$ cat src/skt_pkg.sv
// ----------------------------------------------------------------------------
// skt_pkg
// shared types, widths and codes of the sorted key table
// ----------------------------------------------------------------------------
package skt_pkg;

  localparam int DEPTH = 64;
  localparam int IW    = (DEPTH > 1) ? $clog2(DEPTH) : 1;
  localparam int OCW   = $clog2(DEPTH + 1);
  localparam int KW    = 27;
  localparam int GW    = 10;
  localparam int PW    = 7;
  localparam int CMPW  = (OCW > PW) ? OCW : PW;

  // operation codes
  localparam logic [2:0] OP_INSERT = 3'd0;
  localparam logic [2:0] OP_REPK   = 3'd1;
  localparam logic [2:0] OP_REPP   = 3'd2;
  localparam logic [2:0] OP_LOOKK  = 3'd3;
  localparam logic [2:0] OP_LOOKP  = 3'd4;
  localparam logic [2:0] OP_DELETE = 3'd5;
  localparam logic [2:0] OP_MAX    = 3'd6;

  // status codes
  localparam logic [2:0] ST_OK      = 3'd0;
  localparam logic [2:0] ST_FULL    = 3'd1;
  localparam logic [2:0] ST_BADPOS  = 3'd2;
  localparam logic [2:0] ST_ABSENT  = 3'd3;
  localparam logic [2:0] ST_NOGRADE = 3'd4;

  typedef struct packed {
    logic [KW-1:0] key;
    logic          graded;
    logic [GW-1:0] grade;
  } rec_t;

  typedef enum logic [2:0] {
    S_IDLE,
    S_SDEC,
    S_SRCH,
    S_SCAN,
    S_WRITE,
    S_READ
  } state_e;

endpackage

$ cat src/skt_cell.sv
// ----------------------------------------------------------------------------
// skt_cell
// one record slot of the rotating table ring
// ----------------------------------------------------------------------------
module skt_cell (
  input  logic          clk_i,
  input  logic          shift_i,
  input  skt_pkg::rec_t rec_i,
  output skt_pkg::rec_t rec_o
);
  import skt_pkg::*;

  rec_t rec_q;

  // takes the record of the next cell up whenever the ring turns
  always_ff @(posedge clk_i) begin
    if (shift_i) begin
      rec_q <= rec_i;
    end
  end

  assign rec_o = rec_q;

endmodule

$ cat src/sorted_key_table_with_max_core.sv
// ----------------------------------------------------------------------------
// sorted_key_table_with_max_core
// sorted record table with key search, insert, delete and best-grade query
// ----------------------------------------------------------------------------
// usage:
//   s_axis carries one operation per item: tuser holds the opcode, tdata the
//   key, position, grade flag and grade. m_axis returns exactly one result
//   item per operation: tuser holds the status, tdata the returned record and
//   the record count after the operation.
//   the records sit in a ring of DEPTH cells that turns one cell per cycle
//   outside the idle and decision states; the cell at the head is the one
//   examined, so every visit of the table is a full turn of the ring.
//   steps from acceptance to result valid:
//     max query, opcode 7 and rejected operations: decided at acceptance
//     lookup by position, positional replace: one turn
//     insert: two turns (one to find the slot, one to write)
//     key operations: one turn per binary search probe, each followed by
//     a decision step, up to log2(DEPTH)+1 probes, plus one write turn for
//     replace and delete
//   the best graded record is rebuilt during every write turn, so a max query
//   needs no turn. one item is in work at a time; a new item is taken only
//   once the previous result has left the output register.
//   reset empties the table and drops the best record; cell contents are not
//   cleared. a stalled receiver holds the result and blocks new input items.
// ----------------------------------------------------------------------------
module sorted_key_table_with_max_core (
  input  logic        clk_i,
  input  logic        rst_ni,
  input  logic        s_axis_tvalid,
  output logic        s_axis_tready,
  input  logic [47:0] s_axis_tdata,  // record_key, position, carries_grade, grade_value
  input  logic [2:0]  s_axis_tuser,  // opcode
  output logic        m_axis_tvalid,
  input  logic        m_axis_tready,
  output logic [47:0] m_axis_tdata,  // found_key, found_has_grade, found_grade, entry_count
  output logic [2:0]  m_axis_tuser   // status
);
  import skt_pkg::*;

  localparam logic [IW-1:0] LAST = IW'(DEPTH - 1);

  // input fields
  logic [KW-1:0] in_key;
  logic [PW-1:0] in_pos;
  logic          in_cg;
  logic [GW-1:0] in_grade;
  logic          accept;

  assign in_key   = s_axis_tdata[KW-1:0];
  assign in_pos   = s_axis_tdata[KW+PW-1:KW];
  assign in_cg    = s_axis_tdata[KW+PW];
  assign in_grade = s_axis_tdata[KW+PW+GW:KW+PW+1];
  assign accept   = s_axis_tvalid && s_axis_tready;

  state_e state_q, state_d;

  logic [2:0]     op_q;
  rec_t           new_q;        // record carried by the operation
  logic [IW-1:0]  t_q;          // position now at the ring head
  logic [IW-1:0]  widx_q;       // target position (search hit, insert slot)
  logic [OCW-1:0] occ_q;
  logic [OCW-1:0] lo_q, hip_q;  // search window, upper bound exclusive
  logic           found_q;
  rec_t           fnd_q;
  rec_t           carry_q;
  logic           bv_q;
  rec_t           best_q;

  // result register
  logic           ovalid_q;
  logic [2:0]     ostat_q;
  rec_t           orec_q;
  logic [OCW-1:0] ocnt_q;

  // ring of cells
  rec_t cell_out [DEPTH];
  rec_t emit;
  logic shift;
  rec_t head, head_nx;

  assign head    = cell_out[0];
  assign head_nx = cell_out[1];

  for (genvar i = 0; i < DEPTH; i++) begin : g_ring
    rec_t nxt;
    if (i == DEPTH - 1) begin : g_tail
      assign nxt = emit;
    end else begin : g_body
      assign nxt = cell_out[i+1];
    end
    skt_cell u_cell (
      .clk_i  (clk_i),
      .shift_i(shift),
      .rec_i  (nxt),
      .rec_o  (cell_out[i])
    );
  end

  // position checks on the incoming item and at the ring head
  logic pos_bad;
  assign pos_bad = (CMPW'(in_pos) < CMPW'(1)) || (CMPW'(in_pos) > CMPW'(occ_q));

  logic in_range;
  assign in_range = {1'b0, t_q} < occ_q;

  // search probe
  logic [IW-1:0]  mid;
  logic [OCW:0]   mid_sum;
  logic           at_mid;
  assign mid_sum = (OCW + 1)'(lo_q) + (OCW + 1)'(hip_q) - (OCW + 1)'(1);
  assign mid     = IW'(mid_sum >> 1);
  assign at_mid  = (t_q == widx_q);

  logic pass_end;
  assign pass_end = (t_q == LAST);

  // what goes back into the tail of the ring
  always_comb begin
    emit = head;
    if (state_q == S_WRITE) begin
      case (op_q)
        OP_INSERT: begin
          if (t_q < widx_q)       emit = head;
          else if (t_q == widx_q) emit = new_q;
          else                    emit = carry_q;
        end
        OP_REPK, OP_REPP: begin
          if (t_q == widx_q) emit = new_q;
        end
        OP_DELETE: begin
          if (t_q >= widx_q) emit = head_nx;
        end
        default: emit = head;
      endcase
    end
  end

  // next state
  always_comb begin
    state_d = state_q;
    case (state_q)
      S_IDLE: begin
        if (accept) begin
          case (s_axis_tuser)
            OP_INSERT:                   state_d = (occ_q >= OCW'(DEPTH)) ? S_IDLE : S_SCAN;
            OP_REPK, OP_LOOKK, OP_DELETE: state_d = S_SDEC;
            OP_REPP:                     state_d = pos_bad ? S_IDLE : S_WRITE;
            OP_LOOKP:                    state_d = pos_bad ? S_IDLE : S_READ;
            default:                     state_d = S_IDLE;
          endcase
        end
      end
      S_SDEC: begin
        if (found_q) begin
          state_d = (op_q == OP_LOOKK) ? S_IDLE : S_WRITE;
        end else if (lo_q < hip_q) begin
          state_d = S_SRCH;
        end else begin
          state_d = S_IDLE;
        end
      end
      S_SRCH:  if (pass_end) state_d = S_SDEC;
      S_SCAN:  if (pass_end) state_d = S_WRITE;
      S_WRITE: if (pass_end) state_d = S_IDLE;
      S_READ:  if (pass_end) state_d = S_IDLE;
      default: state_d = S_IDLE;
    endcase
  end

  // outputs of the sequencer
  always_comb begin
    s_axis_tready = (state_q == S_IDLE) && !ovalid_q;
    shift = (state_q == S_SRCH) || (state_q == S_SCAN) ||
            (state_q == S_WRITE) || (state_q == S_READ);
  end

  // result of the finishing cycle
  logic       fin;
  logic [2:0] fstat;
  rec_t       frec;
  always_comb begin
    fin   = 1'b0;
    fstat = ST_OK;
    frec  = '0;
    case (state_q)
      S_IDLE: begin
        if (accept) begin
          case (s_axis_tuser)
            OP_INSERT: begin
              fin   = (occ_q >= OCW'(DEPTH));
              fstat = ST_FULL;
            end
            OP_REPP, OP_LOOKP: begin
              fin   = pos_bad;
              fstat = ST_BADPOS;
            end
            OP_MAX: begin
              fin   = 1'b1;
              fstat = bv_q ? ST_OK : ST_NOGRADE;
              frec  = bv_q ? best_q : '0;
            end
            OP_REPK, OP_LOOKK, OP_DELETE: fin = 1'b0;
            default: fin = 1'b1;
          endcase
        end
      end
      S_SDEC: begin
        if (found_q) begin
          fin  = (op_q == OP_LOOKK);
          frec = fnd_q;
        end else if (!(lo_q < hip_q)) begin
          fin   = 1'b1;
          fstat = ST_ABSENT;
        end
      end
      S_WRITE: fin = pass_end;
      S_READ: begin
        fin  = pass_end;
        // the last position reaches the head in the finishing cycle
        frec = at_mid ? head : fnd_q;
      end
      default: fin = 1'b0;
    endcase
  end

  always_ff @(posedge clk_i or negedge rst_ni) begin
    if (!rst_ni) begin
      state_q  <= S_IDLE;
      occ_q    <= '0;
      bv_q     <= 1'b0;
      ovalid_q <= 1'b0;
      t_q      <= '0;
      found_q  <= 1'b0;
    end else begin
      state_q <= state_d;
      if (shift) t_q <= t_q + IW'(1);

      if (fin)                ovalid_q <= 1'b1;
      else if (m_axis_tready) ovalid_q <= 1'b0;

      if (state_q == S_IDLE && accept) begin
        found_q <= 1'b0;
        if (s_axis_tuser == OP_REPP && !pos_bad) begin
          bv_q <= 1'b0;
        end
      end
      if (state_q == S_SRCH && at_mid && head.key == new_q.key) found_q <= 1'b1;

      if (state_q == S_SDEC && found_q && op_q != OP_LOOKK) bv_q <= 1'b0;
      if (state_q == S_SCAN && pass_end) begin
        occ_q <= occ_q + OCW'(1);
        bv_q  <= 1'b0;
      end
      if (state_q == S_SDEC && found_q && op_q == OP_DELETE) occ_q <= occ_q - OCW'(1);

      // best record rebuilt from the stream written back
      if (state_q == S_WRITE && in_range && emit.graded &&
          (!bv_q || emit.grade > best_q.grade)) begin
        bv_q <= 1'b1;
      end
    end
  end

  // payload registers
  always_ff @(posedge clk_i) begin
    carry_q <= head;
    if (state_q == S_IDLE && accept) begin
      op_q         <= s_axis_tuser;
      new_q.key    <= in_key;
      new_q.graded <= in_cg;
      new_q.grade  <= in_cg ? in_grade : '0;
      lo_q         <= '0;
      hip_q        <= occ_q;
      widx_q       <= (s_axis_tuser == OP_INSERT) ? '0 : IW'(in_pos - PW'(1));
    end
    if (state_q == S_SDEC && !found_q && lo_q < hip_q) widx_q <= mid;
    if (state_q == S_SRCH && at_mid) begin
      fnd_q <= head;
      if (new_q.key < head.key)      hip_q <= OCW'(widx_q);
      else if (new_q.key > head.key) lo_q  <= OCW'(widx_q) + OCW'(1);
    end
    if (state_q == S_READ && at_mid) fnd_q <= head;
    if (state_q == S_SCAN && in_range && new_q.key > head.key) widx_q <= t_q + IW'(1);
    if (state_q == S_WRITE && in_range && emit.graded &&
        (!bv_q || emit.grade > best_q.grade)) begin
      best_q <= emit;
    end
    if (fin) begin
      ostat_q <= fstat;
      orec_q  <= frec;
      ocnt_q  <= occ_q;
    end
  end

  // the count seen at the finish of an insert or delete write turn is final,
  // because occ_q was updated before the write turn began
  assign m_axis_tvalid = ovalid_q;
  assign m_axis_tuser  = ostat_q;
  assign m_axis_tdata  = {3'b000, PW'(ocnt_q), orec_q.grade, orec_q.graded, orec_q.key};

`ifndef SYNTHESIS
  a_occ_bound: assert property (@(posedge clk_i) disable iff (!rst_ni)
    occ_q <= OCW'(DEPTH)) else $error("record count beyond depth");

  a_no_take_while_full: assert property (@(posedge clk_i) disable iff (!rst_ni)
    s_axis_tready |-> !ovalid_q) else $error("input taken with result pending");

  a_write_done: assert property (@(posedge clk_i) disable iff (!rst_ni)
    (state_q == S_WRITE && pass_end) |=> (ovalid_q && state_q == S_IDLE))
    else $error("write turn ended without result");

  a_turn_aligned: assert property (@(posedge clk_i) disable iff (!rst_ni)
    (state_q == S_IDLE) |-> (t_q == '0)) else $error("ring left out of alignment");
`endif

endmodule

$ cat config.mk
export PLATFORM = sky130hd
export DESIGN_NAME = sorted_key_table_with_max_core
export DESIGN_NICKNAME = d
export VERILOG_FILES = /design/src/skt_pkg.sv /design/src/skt_cell.sv /design/src/sorted_key_table_with_max_core.sv
export SDC_FILE = /design/constraint.sdc
export NUM_CORES = 2
export LEC_CHECK = 0
export ABC_AREA = 1
export BUFFER_PORTS_ARGS = -buffer_cell sky130_fd_sc_hd__buf_2
export CAP_MARGIN = 20
export CORE_MARGIN = 1.5
export CORE_UTILIZATION = 55
export DETAILED_ROUTE_END_ITERATION = 12
export PLACE_DENSITY = 0.73
export SLEW_MARGIN = 20
export SYNTH_ARGS = -nofsm -noshare
export SYNTH_HDL_FRONTEND = slang
export SYNTH_SLANG_ARGS = --single-unit
export TNS_END_PERCENT = 10
$ cat constraint.sdc
create_clock -name clk_i -period 46.6 [get_ports clk_i]
set_input_delay 13.98 -clock clk_i [delete_from_list [all_inputs] [get_ports clk_i]]
set_output_delay 13.98 -clock clk_i [all_outputs]
set_load 0.05 [all_outputs]
==> flow_summary.toml <==
[finish]
drive_gt1_share_pct = 11.1
fillers = 10100
regArea_um2 = 79700
final_nets = 4517
multi_input_area_um2 = 6160
final_util_pct = 62.3
finalInstanceArea_um2 = 97500
syn_to_final_growth_pct = 12.1

[clock_network]
htree_levels = 4
cts.sinks = 2674
cts_tree = "built"
ctsHoldBuffers = 0
path_clk_slew_ns = 0.06
ctsRootBufferMaster = "clkbuf_16"
post_cts_buffers = 0
numCtsBuffers = 228
post_cts_resized = 0
clkLatencyLatePin_ns = 0.85
cts_buffer_depth = 3

[critical_path]
timing.rr.start = "state_q[1]"
critPathRequiredTime_ns = 32.62
startpoint_type = "flop"
critPathLaunch = "state_q[1]"
cp_common_cell = "nor2_1"
critical_path_class = "flop to primary output"
endpoint_kind = "primary output"
max_stage_delay_ns = 0.42
cp_slowest_cell = "dfrtp_1"
crit_fanout = 6
worstPathCellList = "nor2_1, nand2_2, nor2_1, buf_2"
rrSetupSlack_ns = 37.94
worst_ep_arrival_time_ns = 2.00

[route]
num_vias = 35700
first_pass_iters = 5
drc = 0
antenna_left = 0
wl_um = 139000
routedWlPerCell_um = 20.9
via_per_inst = 5.38
drtIter0Drc = 4068

[power_and_ir_drop]
power.density_nw_per_um2 = 46.1
power.total_mw = 4.50
p_leak_nw = 38.7
vdd_drop_max_v = 0.0000384

[sta]
min_period_ns = 15.98
rsz0062_at_grt = "no"
setup_violations = 0
fin_tns_setup_ns = 0
final_hold_viol_count = 0
layout_worst_path_cycle_share_pct = 34.3
clock_skew_ns = 0.0309
fmax_mhz = 62.6
whs_ns = 0.401
worstMarginPinSlew_ns = 1.10
drv_slew = 0
relSlewSlack_pct = 26.6

[global_routing]
antenna_found_initial = 9
grt_pass1_vias = 34500
grt-ovfl-total = 0
grt_pass1_wl_um = 212000
grt_max_degree = 210
grt_usage_pct = 17.5

[floorplan]
die_x_um = 401
core_um2 = 157000
dieHeight_um = 401
die_area_um2 = 160000
ios = 108
row_count = 145
start_util_pct = 55.5

[synthesis]
syn-mean-instance-area_um2 = 21.2
synth_top_area_cell = "edfxtp_1"
yosysTopAreaCellShare_pct = 89.9
synth_seq_area_share_pct = 91.7
ys_async_sr_fraction_pct = 0.711
syn_area_um2 = 86900
synth.most_common_cell = "edfxtp_1"
synth_area_leaders = "edfxtp_1 (90%), nand2_1 (1.9%), dfxtp_1 (1.2%)"
synthFlopType = "edfxtp_1"
synth_edf_count = 2603
synth_common_cells = "edfxtp_1 (2603), nand2_1 (429), inv_1 (165)"
syn-instance-count = 4093
ys_warn_count = 0
ys_ff_latch = 2674
yosysUniqueCellTypes = 45

[place]
gp_congestion = 0.816
port_buffers = 101
place_hpwl_um = 67200
dpl_cell_area_um2 = 89900

[worst_hold_path]
min_path_type = "flop to flop"
hp-start = "g_ring[7].u_cell.rec_o[23]"

[status]
outcome = "completed"

[flow_run]
maxCapViolCount = 0
==> path summary, 6_finish.rpt <==
path                                                     to  cells after the start
worst max-delay path                          s_axis_tready                      4
worst min register to register   g_ring[6].u_cell.rec_o[23]                      0
min in group asynchronous                          occ_q[2]                      1
worst max register to register  g_ring[31].u_cell.rec_o[29]                      9
worst min-delay path             g_ring[6].u_cell.rec_o[23]                      0
max in group asynchronous                        state_q[2]                      1
==> critical path: cells and delay by family (launching register included) <==
family	cells	cell delay, ns
DFF	1	0.42
buffers and inverters	1	0.27
and+or+nand+nor	3	0.46
==> sequential cells by signal, indices dropped and copies added (netlist names), 6 cells and up <==
name and flops:
best_q 38, carry_q 38, fnd_q 38, g_ring.u_cell.rec_o 2432
hip_q 7, lo_q 7, m_axis_tdata 38, new_q 38
occ_q 7, ocnt_q 7, t_q 6, widx_q 6
==> kinds of logic (layout without fill, tap and decap cells) <==
logic type | Yosys count | after routing | share of synthesized area, %
AO/OA/AOI/OAI | 327 | 327 | 2.14
XOR/XNOR | 22 | 22 | 0.222
AND/OR/NAND/NOR | 733 | 733 | 3.48
multiplexers | 1 | 1 | 0.0130
adder cells (fa/ha/maj) | 81 | 81 | 1.18
flip-flops | 2674 | 2674 | 91.7
other | 1 | 8 | 0.00431
buffers and inverters | 254 | 739 | 1.29
==> layout make-up <==
type | instances | share of cell area, %
Antenna cell | 5 | 0.0128
Clock buffer | 276 | 6.10
Clock inverter | 153 | 1.56
Inverter | 174 | 0.671
Multi-Input combinational cell | 1167 | 6.32
Sequential cell | 2674 | 81.7
Tap cell | 2058 | 2.64
Timing Repair Buffer | 136 | 0.943
==> per-stage QoR <==
stage	std cells	setup slack, ns
floorplan	4095	15.83
global placement	6207	29.87
detailed placement	6207	29.85
CTS	6636	30.54
global route	6640	30.53
finish	6643	30.62
==> cell usage in the layout, fill, tap and decap left out, types with 4 or more instances in the layout <==
cell / count
clkbuf_1: 45
nor2_1: 160
dfxtp_1: 52
o21a_1: 4
bufinv_16: 22
clkinv_1: 43
o221ai_1: 7
o21ai_0: 115
xor2_1: 18
a21o_1: 6
buf_12: 8
nand2_1: 428
o21ai_1: 15
xnor2_1: 4
clkinvlp_4: 19
nor3_1: 7
clkbuf_16: 231
nand3_1: 94
buf_4: 22
dfrtp_1: 19
inv_6: 4
clkinv_8: 7
a21oi_1: 109
ha_1: 79
nand4_1: 22
buf_2: 101
o211ai_1: 37
clkinv_4: 5
diode_2: 5
a31oi_1: 9
edfxtp_1: 2603
inv_1: 164
inv_2: 9
clkinv_2: 48
a22oi_1: 18
==> power breakdown <==
part | internal [mW] | switching [mW]
combinational | 0.00291 | 0.00522
sequential | 2.60 | 0.00210
clock | 1.04 | 0.846
total | 3.64 | 0.854
==> routing by layer <==
| metal | vias to the layer above | global-route usage [%] | part of all wire, % |
|---|---|---|---|
| li1 | 16200 | - | - |
| met1 | 17800 | 27.4 | 45 |
| met2 | 1419 | 24.2 | 44 |
| met3 | 299 | 4.26 | 8.8 |
| met4 | 10 | 6.13 | 2.6 |
| met5 | - | 0 | 0.041 |
Power figures use the tool's default switching activity.
